## config.mk

```make
export PLATFORM = sky130hd
export DESIGN_NAME = multi_queue_stable_priority_queue
export DESIGN_NICKNAME = d
export VERILOG_FILES = /design/src/mqspq_pkg.sv /design/src/mqspq_fifo.sv /design/src/mqspq_front.sv /design/src/mqspq_back.sv /design/src/multi_queue_stable_priority_queue.sv
export SDC_FILE = /design/constraint.sdc
export NUM_CORES = 2
export LEC_CHECK = 0
export BUFFER_PORTS_ARGS = -buffer_cell sky130_fd_sc_hd__clkbuf_2
export CORE_AREA = 2 2 432 434
export CTS_BUF_LIST = sky130_fd_sc_hd__clkbuf_8
export DETAILED_ROUTE_END_ITERATION = 6
export DIE_AREA = 0 0 434 436
export MAX_ROUTING_LAYER = met4
export PLACE_DENSITY = 0.61
export SLEW_MARGIN = 20
export SYNTH_ARGS = -nofsm -noshare
export SYNTH_HDL_FRONTEND = slang
export SYNTH_SLANG_ARGS = --single-unit
export TNS_END_PERCENT = 10
```

## constraint.sdc

```tcl
create_clock -name clk -period 13.95 [get_ports clk]
set_input_delay 2.79 -clock clk [delete_from_list [all_inputs] [get_ports clk]]
set_output_delay 2.79 -clock clk [all_outputs]
set_load 0.03 [all_outputs]
```

## src/mqspq_pkg.sv

```systemverilog
`default_nettype none
package mqspq_pkg;

  localparam int NUM_QUEUES   = 5;
  localparam int QUEUE_DEPTH  = 16;
  localparam int JOB_BITS     = 16;
  localparam int OUT_JOB_BITS = 16;

  localparam int SLOT_BITS = (QUEUE_DEPTH > 1) ? $clog2(QUEUE_DEPTH) : 1;
  localparam int CNT_BITS  = $clog2(QUEUE_DEPTH + 1);
  localparam int QIDX_BITS = (NUM_QUEUES > 1) ? $clog2(NUM_QUEUES) : 1;
  localparam int ADDR_BITS = QIDX_BITS + SLOT_BITS;
  localparam int MEM_DEPTH = NUM_QUEUES * (1 << SLOT_BITS);

  localparam int FIFO_DEPTH    = 2;
  localparam int FIFO_PTR_BITS = 1;
  localparam int FIFO_CNT_BITS = 2;

  localparam logic CMD_ENQ = 1'b0;
  localparam logic CMD_DEQ = 1'b1;

  localparam logic [1:0] STATUS_OK    = 2'd0;
  localparam logic [1:0] STATUS_EMPTY = 2'd1;
  localparam logic [1:0] STATUS_FULL  = 2'd2;

  typedef struct packed {
    logic       command;
    logic [2:0] printer;
    logic [3:0] priority_req;
  } in_item_t;

  typedef struct packed {
    logic [1:0]              status;
    logic [OUT_JOB_BITS-1:0] job_number;
  } out_item_t;

  // classified beat handed from front to back
  typedef struct packed {
    logic                 command;
    logic [QIDX_BITS-1:0] queue;
    logic [3:0]           prio;
    logic [JOB_BITS-1:0]  job;
  } cmd_t;

  typedef struct packed {
    logic [3:0]          prio;
    logic [JOB_BITS-1:0] job;
  } slot_t;

  function automatic logic [ADDR_BITS-1:0] mk_addr(logic [QIDX_BITS-1:0] q,
                                                   logic [SLOT_BITS-1:0] s);
    return {q, s};
  endfunction

  function automatic logic [OUT_JOB_BITS-1:0] job_to_out(logic [JOB_BITS-1:0] j);
    logic [JOB_BITS+OUT_JOB_BITS-1:0] w;
    w = {{OUT_JOB_BITS{1'b0}}, j};
    return w[OUT_JOB_BITS-1:0];
  endfunction

endpackage
`default_nettype wire

```

## src/mqspq_fifo.sv

```systemverilog
`default_nettype none
module mqspq_fifo (
  input  wire logic            clk,
  input  wire logic            rst_n,
  input  wire logic            push,
  input  wire mqspq_pkg::cmd_t push_data,
  input  wire logic            pop,
  output logic                 full,
  output logic                 empty,
  output mqspq_pkg::cmd_t      head
);

  mqspq_pkg::cmd_t                         buf_r [mqspq_pkg::FIFO_DEPTH];
  logic [mqspq_pkg::FIFO_PTR_BITS-1:0]     wr_ptr_r, wr_ptr_nxt;
  logic [mqspq_pkg::FIFO_PTR_BITS-1:0]     rd_ptr_r, rd_ptr_nxt;
  logic [mqspq_pkg::FIFO_CNT_BITS-1:0]     cnt_r, cnt_nxt;
  logic                                    do_push, do_pop;

  assign full  = (cnt_r == mqspq_pkg::FIFO_CNT_BITS'(mqspq_pkg::FIFO_DEPTH));
  assign empty = (cnt_r == '0);
  assign head  = buf_r[rd_ptr_r];

  assign do_push = push && !full;
  assign do_pop  = pop && !empty;

  always_comb begin
    wr_ptr_nxt = do_push ? wr_ptr_r + 1'b1 : wr_ptr_r;
    rd_ptr_nxt = do_pop ? rd_ptr_r + 1'b1 : rd_ptr_r;
    cnt_nxt    = cnt_r;
    if (do_push && !do_pop) begin
      cnt_nxt = cnt_r + 1'b1;
    end else if (do_pop && !do_push) begin
      cnt_nxt = cnt_r - 1'b1;
    end
  end

  always_ff @(posedge clk) begin
    if (!rst_n) begin
      wr_ptr_r <= '0;
      rd_ptr_r <= '0;
      cnt_r    <= '0;
    end else begin
      wr_ptr_r <= wr_ptr_nxt;
      rd_ptr_r <= rd_ptr_nxt;
      cnt_r    <= cnt_nxt;
    end
  end

  always_ff @(posedge clk) begin
    if (do_push) begin
      buf_r[wr_ptr_r] <= push_data;
    end
  end

endmodule
`default_nettype wire

```

## src/mqspq_front.sv

```systemverilog
`default_nettype none
module mqspq_front (
  input  wire logic                clk,
  input  wire logic                rst_n,
  input  wire logic                start,
  input  wire mqspq_pkg::in_item_t in_data,
  input  wire logic                fifo_full,
  output logic                     busy,
  output logic                     push,
  output mqspq_pkg::cmd_t          push_data
);

  logic [mqspq_pkg::JOB_BITS-1:0] job_r, job_nxt;
  logic                           accept;
  logic                           q_valid;
  logic [7:0]                     q_wide;

  assign busy   = fifo_full;
  assign accept = start && !fifo_full;

  assign q_valid = (in_data.printer != 3'd0) &&
                   (32'(in_data.printer) <= mqspq_pkg::NUM_QUEUES);
  assign q_wide  = 8'(in_data.printer) - 8'd1;

  // job numbers are taken by every enqueue, valid queue or not
  always_comb begin
    job_nxt = job_r;
    if (accept && in_data.command == mqspq_pkg::CMD_ENQ) begin
      job_nxt = (job_r == '1) ? mqspq_pkg::JOB_BITS'(1) : job_r + 1'b1;
    end
  end

  assign push              = accept && q_valid;
  assign push_data.command = in_data.command;
  assign push_data.queue   = q_wide[mqspq_pkg::QIDX_BITS-1:0];
  assign push_data.prio    = in_data.priority_req;
  assign push_data.job     = job_r;

  always_ff @(posedge clk) begin
    if (!rst_n) begin
      job_r <= mqspq_pkg::JOB_BITS'(1);
    end else begin
      job_r <= job_nxt;
    end
  end

endmodule
`default_nettype wire

```

## src/mqspq_back.sv

```systemverilog
`default_nettype none
module mqspq_back (
  input  wire logic            clk,
  input  wire logic            rst_n,
  input  wire logic            fifo_empty,
  input  wire mqspq_pkg::cmd_t head,
  output logic                 pop,
  output logic                 out_strobe,
  output mqspq_pkg::out_item_t out_data
);

  localparam logic [2:0] S_IDLE = 3'd0;
  localparam logic [2:0] S_INS  = 3'd1;
  localparam logic [2:0] S_INS0 = 3'd2;
  localparam logic [2:0] S_DQH  = 3'd3;
  localparam logic [2:0] S_DQS  = 3'd4;

  localparam int SB = mqspq_pkg::SLOT_BITS;
  localparam int CB = mqspq_pkg::CNT_BITS;

  logic [2:0]                        state_r, state_nxt;
  mqspq_pkg::cmd_t                   item_r, item_nxt;
  logic [SB-1:0]                     idx_r, idx_nxt;
  logic [CB-1:0]                     len_r, len_nxt;
  logic [CB-1:0]                     cnt_r [mqspq_pkg::NUM_QUEUES];
  logic [CB-1:0]                     cnt_nxt [mqspq_pkg::NUM_QUEUES];
  logic                              out_valid_r, out_valid_nxt;
  mqspq_pkg::out_item_t              out_data_r, out_data_nxt;

  mqspq_pkg::slot_t                  mem [mqspq_pkg::MEM_DEPTH];
  mqspq_pkg::slot_t                  rd_data_r;
  logic [mqspq_pkg::ADDR_BITS-1:0]   ra, wa;
  logic                              we;
  mqspq_pkg::slot_t                  wd;

  logic [CB-1:0]                     head_cnt;
  logic [CB-1:0]                     head_cm1;
  logic [CB:0]                       idx_p2;

  assign head_cnt = cnt_r[head.queue];
  assign head_cm1 = head_cnt - 1'b1;
  assign idx_p2   = (CB + 1)'(idx_r) + (CB + 1)'(2);

  assign out_strobe = out_valid_r;
  assign out_data   = out_data_r;

  always_comb begin
    state_nxt     = state_r;
    item_nxt      = item_r;
    idx_nxt       = idx_r;
    len_nxt       = len_r;
    cnt_nxt       = cnt_r;
    out_valid_nxt = 1'b0;
    out_data_nxt  = out_data_r;
    pop           = 1'b0;
    we            = 1'b0;
    wa            = '0;
    wd            = '0;
    ra            = '0;
    unique case (state_r)
      S_IDLE: begin
        if (!fifo_empty) begin
          pop      = 1'b1;
          item_nxt = head;
          len_nxt  = head_cnt;
          if (head.command == mqspq_pkg::CMD_ENQ) begin
            if (head_cnt == CB'(mqspq_pkg::QUEUE_DEPTH)) begin
              out_valid_nxt           = 1'b1;
              out_data_nxt.status     = mqspq_pkg::STATUS_FULL;
              out_data_nxt.job_number = '0;
            end else if (head_cnt == '0) begin
              we                    = 1'b1;
              wa                    = mqspq_pkg::mk_addr(head.queue, '0);
              wd                    = '{prio: head.prio, job: head.job};
              cnt_nxt[head.queue]   = CB'(1);
            end else begin
              // walk from the tail, one slot a cycle
              ra                  = mqspq_pkg::mk_addr(head.queue, head_cm1[SB-1:0]);
              idx_nxt             = head_cnt[SB-1:0];
              cnt_nxt[head.queue] = head_cnt + 1'b1;
              state_nxt           = S_INS;
            end
          end else begin
            if (head_cnt == '0) begin
              out_valid_nxt           = 1'b1;
              out_data_nxt.status     = mqspq_pkg::STATUS_EMPTY;
              out_data_nxt.job_number = '0;
            end else begin
              ra                  = mqspq_pkg::mk_addr(head.queue, '0);
              cnt_nxt[head.queue] = head_cm1;
              state_nxt           = S_DQH;
            end
          end
        end
      end
      S_INS: begin
        we = 1'b1;
        wa = mqspq_pkg::mk_addr(item_r.queue, idx_r);
        // equal priority stays ahead: insert after it
        if (rd_data_r.prio >= item_r.prio) begin
          wd        = '{prio: item_r.prio, job: item_r.job};
          state_nxt = S_IDLE;
        end else begin
          wd = rd_data_r;
          if (idx_r == SB'(1)) begin
            state_nxt = S_INS0;
          end else begin
            idx_nxt = idx_r - 1'b1;
            ra      = mqspq_pkg::mk_addr(item_r.queue, idx_r - SB'(2));
          end
        end
      end
      S_INS0: begin
        we        = 1'b1;
        wa        = mqspq_pkg::mk_addr(item_r.queue, '0);
        wd        = '{prio: item_r.prio, job: item_r.job};
        state_nxt = S_IDLE;
      end
      S_DQH: begin
        out_valid_nxt           = 1'b1;
        out_data_nxt.status     = mqspq_pkg::STATUS_OK;
        out_data_nxt.job_number = mqspq_pkg::job_to_out(rd_data_r.job);
        if (len_r == CB'(1)) begin
          state_nxt = S_IDLE;
        end else begin
          ra        = mqspq_pkg::mk_addr(item_r.queue, SB'(1));
          idx_nxt   = '0;
          state_nxt = S_DQS;
        end
      end
      S_DQS: begin
        we = 1'b1;
        wa = mqspq_pkg::mk_addr(item_r.queue, idx_r);
        wd = rd_data_r;
        if (idx_p2 == (CB + 1)'(len_r)) begin
          state_nxt = S_IDLE;
        end else begin
          idx_nxt = idx_r + 1'b1;
          ra      = mqspq_pkg::mk_addr(item_r.queue, idx_p2[SB-1:0]);
        end
      end
      default: begin
        state_nxt = S_IDLE;
      end
    endcase
  end

  always_ff @(posedge clk) begin
    if (!rst_n) begin
      state_r     <= S_IDLE;
      out_valid_r <= 1'b0;
      for (int i = 0; i < mqspq_pkg::NUM_QUEUES; i++) begin
        cnt_r[i] <= '0;
      end
    end else begin
      state_r     <= state_nxt;
      out_valid_r <= out_valid_nxt;
      cnt_r       <= cnt_nxt;
    end
  end

  always_ff @(posedge clk) begin
    item_r     <= item_nxt;
    idx_r      <= idx_nxt;
    len_r      <= len_nxt;
    out_data_r <= out_data_nxt;
  end

  // slot store: one write and one registered read per cycle
  always_ff @(posedge clk) begin
    if (we) begin
      mem[wa] <= wd;
    end
    rd_data_r <= mem[ra];
  end

endmodule
`default_nettype wire

```

## src/multi_queue_stable_priority_queue.sv

```systemverilog
// Five job queues served by priority, oldest first among equals. An item is taken at
// a rising edge with start high and busy low; a result appears for exactly one cycle
// with out_strobe high and must be captured then, as nothing holds it. Accepted items
// wait in a two-entry queue and busy is high while that queue is full. Items on an
// invalid queue and enqueues that land in a free slot give no result. The back end
// settles an enqueue into an empty or full queue or a dequeue of an empty queue in
// its idle state; an ordered enqueue walks from the tail, moving each lower-priority
// entry back a slot (at most QUEUE_DEPTH - 1) before writing the new one; a dequeue
// returns the head and shifts the rest forward. It takes the next item only once the
// last is done. The slot memory has one write port and one registered read port and
// so moves one slot per cycle; it starts undefined and needs no clearing after reset.
`default_nettype none
module multi_queue_stable_priority_queue (
  input  wire logic                clk,
  input  wire logic                rst_n,
  input  wire logic                start,
  output logic                     busy,
  input  wire mqspq_pkg::in_item_t in_data,
  output logic                     out_strobe,
  output mqspq_pkg::out_item_t     out_data
);

  logic            push, pop, fifo_full, fifo_empty;
  mqspq_pkg::cmd_t push_data, head;

  mqspq_front u_front (
    .clk       (clk),
    .rst_n     (rst_n),
    .start     (start),
    .in_data   (in_data),
    .fifo_full (fifo_full),
    .busy      (busy),
    .push      (push),
    .push_data (push_data)
  );

  mqspq_fifo u_fifo (
    .clk       (clk),
    .rst_n     (rst_n),
    .push      (push),
    .push_data (push_data),
    .pop       (pop),
    .full      (fifo_full),
    .empty     (fifo_empty),
    .head      (head)
  );

  mqspq_back u_back (
    .clk        (clk),
    .rst_n      (rst_n),
    .fifo_empty (fifo_empty),
    .head       (head),
    .pop        (pop),
    .out_strobe (out_strobe),
    .out_data   (out_data)
  );

endmodule
`default_nettype wire

```

# Yosys cells after proc, flatten, opt, wreduce, memory -nomap -nowiden

Memory sizes are Yosys's and may differ from the RTL's. A register that Yosys moved wholly into a read port is not among the register bits.
Cells that the tools add are included.

Register bits after elaboration: 99
Memories kept: 2
ROM bits: 0
Memory bits (writable): 1648
Word-level logic and storage cells: 172
Input bits: 11
Latch bits: 0

Shifts and indexed selects: 0
Multipliers: 0
Add/subtract/negate cells: 12
$lt $le $gt $ge: 4
Equality and inequality tests: 27
Div/mod/pow operators: 0
Reduce and logical (&&, ||, !) cells: 27
Mux-type cells: 76
Bitwise gates (word level): 6

Memories:

| memory       | depth | bits a word | read ports | clocked after memory_dff | wr ports | line             | RTL |
|---|---|---|---|---|---|---|---|
| u_back.mem   | 80    | 20          | 1          | 1                        | 1        | mqspq_back.sv:30 | `mqspq_pkg::slot_t mem [mqspq_pkg::MEM_DEPTH];` |
| u_fifo.buf_r | 2     | 24          | 1          | 1                        | 1        | mqspq_fifo.sv:13 | `mqspq_pkg::cmd_t buf_r [mqspq_pkg::FIFO_DEPTH];` |

Operator list:

| cell                                          | count |
|---|---|
| two-way mux 20 bit                            | 5 |
| two-way mux 25 bit                            | 4 |
| two-way mux 7 bit                             | 13 |
| case mux 20 bit (4 select lines)              | 1 |
| two-way mux 18 bit                            | 4 |
| bitwise mux 25 bit                            | 2 |
| case mux 18 bit (2 select lines)              | 1 |
| two-way mux 4 bit                             | 8 |
| case mux 7 bit (4 select lines)               | 1 |
| two-way mux 3 bit                             | 9 |
| case mux 7 bit (3 select lines)               | 1 |
| bitwise AND 20 bit                            | 1 |
| NOT 20 bit                                    | 1 |
| != test 2 bit, second input constant          | 9 |
| adder 16 x 1 -> 16 bit, second input constant | 1 |
| equality test 16 bit, second input constant   | 1 |
| two-way mux 16 bit                            | 1 |
| case mux 4 bit (4 select lines)               | 1 |
| binary-select mux 5 bit (select 3 bit)        | 1 |
| demux 5 bit (select 3 bit)                    | 1 |
| two-way mux 1 bit                             | 15 |
| two-way mux 5 bit                             | 3 |
| case mux 3 bit (4 select lines)               | 1 |
| logical AND 1 bit                             | 9 |
| 44 further kinds                              | 58 |

# Depth between registers and ports, before layout

Depth in word-level cells: 12
Gate-level depth with buffers: 22
Depth with buffers taken out: 16

# Modules after synthesis

Synthesis repeated with hierarchy kept, for this count alone.

Cells, all modules: 4847
Area total of the unflattened synthesis: 71459.8 µm²

By module, submodules not included:

| module      | cells an instance | area each (µm²) | times used |
|---|---|---|---|
| mqspq_back  | 4639              | 68570.8         | 1 |
| mqspq_fifo  | 100               | 1960.6          | 1 |
| mqspq_front | 108               | 928.4           | 1 |

# Least setup slack after synthesis

OpenSTA, ideal clock, no wires.

Path kind: input to register
From: input in_data[5] in the netlist's numbering
To: memory u_fifo.buf_r[0][0] in the netlist's numbering, enable pin
Stages: 5
Setup slack: 8670 ps
Path buffers: 0
Library setup time: 435 ps
Arrival time: 4845 ps
Cell sequence: inv_1 ha_1 o21bai_1 a21oi_1 nor3_1

Longest elaborated chain between the ends: 6
Elaborated cells between the ends (all ways): 7

RTL lines:

| item                                                      | line                                    | RTL |
|---|---|---|
| start: declaration                                        | multi_queue_stable_priority_queue.sv:18 | `input wire mqspq_pkg::in_item_t in_data,` |
| <= comparator 3 bit or nonzero test 3 bit (tied branches) | mqspq_front.sv:22, mqspq_front.sv:21    |  |
| logical AND 1 bit *                                       | mqspq_front.sv:21                       | `assign q_valid = (in_data.printer != 3'd0) &&` |
| logical AND 1 bit *                                       | mqspq_front.sv:33                       | `assign push = accept && q_valid;` |
| logical AND 1 bit *                                       | mqspq_fifo.sv:23                        | `assign do_push = push && !full;` |
| two-way mux 1 bit *                                       | mqspq_fifo.sv:50                        | `if (do_push) begin` |
| two-way mux 1 bit (not written as such) *                 | mqspq_fifo.sv:51                        | `buf_r[wr_ptr_r] <= push_data;` |
| end: declaration                                          | mqspq_fifo.sv:13                        |  |

Mark *: on every way between the ends. The rest lies on a longest branch, timed or not.

==> impl_metrics.ini <==
[status]
status = finished with violations
violations = DRC

[sta]
setup_viol = 0
maxSlewViolCount = 0
min_period_ns = 7.409
worst_slack_ns = 6.541
rsz0062_at_grt = false
worst_pin_slew_ns = 1.196
finalHoldViolations = 0
fin_skew_ns = 0.08472
fin_tns_setup_ns = 0
fmax_ghz = 0.1350
holdWs_ns = 0.4729
slew_headroom_pct = 20.04
finalCritPeriodShare_pct = 53.11

[final_layout]
syn_to_final_growth_pct = 12.27
drive_above_1_share_pct = 16.19
nNetsFinal = 4651
final_area_um2 = 78270
layoutNonFillerInstCount = 7303
final_cell_mix = edfxtp_1, nand2_1, nand3_1
final_common_cell = edfxtp_1

[synth]
synthDistinctLibCells = 74
syn-instance-count = 4485
synth_fp_nets = 4513
synth_flop_cell = edfxtp_1
avgSynthCellArea_um2 = 15.54
yosysSeqAreaShare_pct = 75.15
synth_area_leader_cell = edfxtp_1
yosys.area.top_type_share_pct = 73.14
syn_area_um2 = 69710
synthTopCellsByArea = edfxtp_1, mux4_2, nand2_1
synth-seq-cells = 1768
ys_warn_count = 0
synth_enable_flop_cells = 1698
async_flop_share_pct = 0

[cts]
cts_hold_buf = 0
htree_levels = 5
cts_setup_buffers = 0
cts_tree = done
path_clk_slew_ns = 0.06
insertion_delay_ns = 1.02
cts.sinks = 1768
ctsResizeCount = 0
cts_made_buffers = 306
root_buffer = clkbuf_8
clockBufferDepth = 4

[power]
comb_power_share_pct = 30.5
p_leak_nw = 25.50
internal_power_w = 0.01031
p_switching_w = 0.005978
power_frac_clock_pct = 25.4
swShare_pct = 36.70
p_seq_share_pct = 44.1
power_density_nw_per_um2 = 208.1
vdd_drop_max_mv = 0.1924

[die]
dieHeight_um = 436
dieArea_um2 = 189200
core_um2 = 184600
initial_core_util_pct = 37.75
io_pins = 31
die_w_um = 434
row_count = 158

[critical_path]
worst_ep_required_time_ns = 14.86
crit_fanout = 54
regToRegEndpoint = u_back.rd_data_r[16]
endpoint_kind = flip-flop
cp-start-kind = flip-flop
cp-endpoint = u_back.rd_data_r[16]
r2r_slack_ns = 6.54
arrival_ns = 8.32
reg2reg_depth = 17
critical_path_class = reg2reg

[route]
route.detailed.drc = 1
post_drt_via_cell_ratio = 5.744
drt_iter0_markers = 5863
ant_nets = 0
vias = 41952
wl_per_cell_um = 27.41
firstDrtPassIters = 7
drt_wl_total_um = 200200

[global_route]
antenna_found_initial = 11
grt.overflow.total = 0
groute.usage.overall_pct = 21.44
grt_pass1_wl_um = 287800
first_global_vias = 39683
grt_max_degree = 148

[job]
drv_cap = 0

[min_path]
min_path_type = reg2reg
min-delay-start = u_back.cnt_r[21]

[placement]
place.gp.congestion = 0.9633
placed_cell_area_um2 = 73110
place_inst = 6795
place_ws_ns = 6.744
dp_hpwl_um = 112400
io_buffers = 30
==> worst min path at each step <==
stage                            end  slack, ns  cells after the start
floorplan           u_back.cnt_r[11]       0.44                      2
global placement    u_back.cnt_r[21]       0.45                      2
detailed placement  u_back.cnt_r[21]       0.46                      2
CTS                 u_back.cnt_r[21]       0.47                      2
global route        u_back.cnt_r[21]       0.49                      2
finish              u_back.cnt_r[21]       0.47                      2
==> kinds of logic after synthesis <==
group                      count (synthesis)  synth area share, %
muxes                                    252                6.585
adders and majority gates                 17               0.3051
xor gates and xnor gates                  26               0.3464
and+or+nand+nor                         1469                9.087
buffers and inverters                    322                1.999
DFF                                     1768                75.15
AOI/OAI and AO/OA                        631                6.522
==> sequential cells by signal, indices dropped and copies added, names as in the netlist, named ones only <==
name,cells
u_fifo.rd_ptr_r,1
u_fifo.wr_ptr_r,1
u_back.cnt_r,25
u_back.mem,1600
u_front.job_r,16
u_back.out_data,18
u_back.item_r,23
u_back.len_r,5
u_back.out_strobe,1
u_back.state_r,3
u_fifo.cnt_r,2
u_back.rd_data_r,20
u_fifo.buf_r,48
u_back.idx_r,4
==> power groups by stage <==
stage               sequential [W]  clock (W)  combinational (W)
CTS                        0.00717    0.00420            0.00491
global placement           0.00727          0            0.00484
finish                     0.00718    0.00414            0.00497
global route               0.00719    0.00442            0.00519
detailed placement         0.00727          0            0.00489
floorplan                  0.00722          0            0.00272
==> worst max-delay path: stages, from the launching register on <==
cell and delay, ns:
dfxtp_1 0.36, buf_4 0.38, mux2i_1 0.77, inv_2 0.22, nor2_1 0.24, a32oi_1 0.13, o311a_1 0.21, inv_1 0.17
ha_1 0.44, a311o_2 0.76, buf_4 0.69, and2_4 0.71, nor2_1 0.39, buf_4 0.33, a22oi_1 0.19, nand3_1 0.25
a31oi_1 0.67, and4b_1 0.28
==> synth_stat cells, types with 51 or more instances <==
| library cell | n |
|---|---|
| edfxtp_1 | 1698 |
| nand2_1 | 819 |
| nand3_1 | 355 |
| clkbuf_1 | 182 |
| a31oi_1 | 167 |
| nor2_1 | 166 |
| mux4_2 | 162 |
| a21oi_1 | 102 |
| a22oi_1 | 70 |
| dfxtp_1 | 70 |
| mux2i_1 | 66 |
| buf_2 | 61 |
| a221oi_1 | 60 |
| a32oi_1 | 51 |
==> per-stage QoR <==
step | utilization (%) | power, W
after global routing | 42.39 | 0.01679
after global placement | 39.59 | 0.01211
after CTS | 42.38 | 0.01627
final | 42.39 | 0.01629
after floorplan | - | 0.009942
after detailed placement | 39.59 | 0.01217
==> layer usage <==
metal / routed length (um) / GRT usage (%) / vias to the layer above / share of wire [%]
li1: - / - / 17777 / -
met1: 81540 / 29.57 / 21370 / 41
met2: 90600 / 31.04 / 2389 / 45
met3: 19090 / 4.002 / 416 / 9.5
met4: 8930 / 9.285 / 0 / 4.5
met5: 0 / - / - / 0
==> area by class of cell <==
cell class                      instances  area [um^2]
Clock inverter                        188        794.5
Sequential cell                      1768        52390
Clock buffer                          316         4349
Multi-Input combinational cell       2395        16580
Fill cell                           16586       106400
Timing Repair Buffer                  126        945.9
Antenna cell                            4        10.01
Inverter                               26        97.59
Tap cell                             2480         3103
Power figures use the tool's default switching activity.
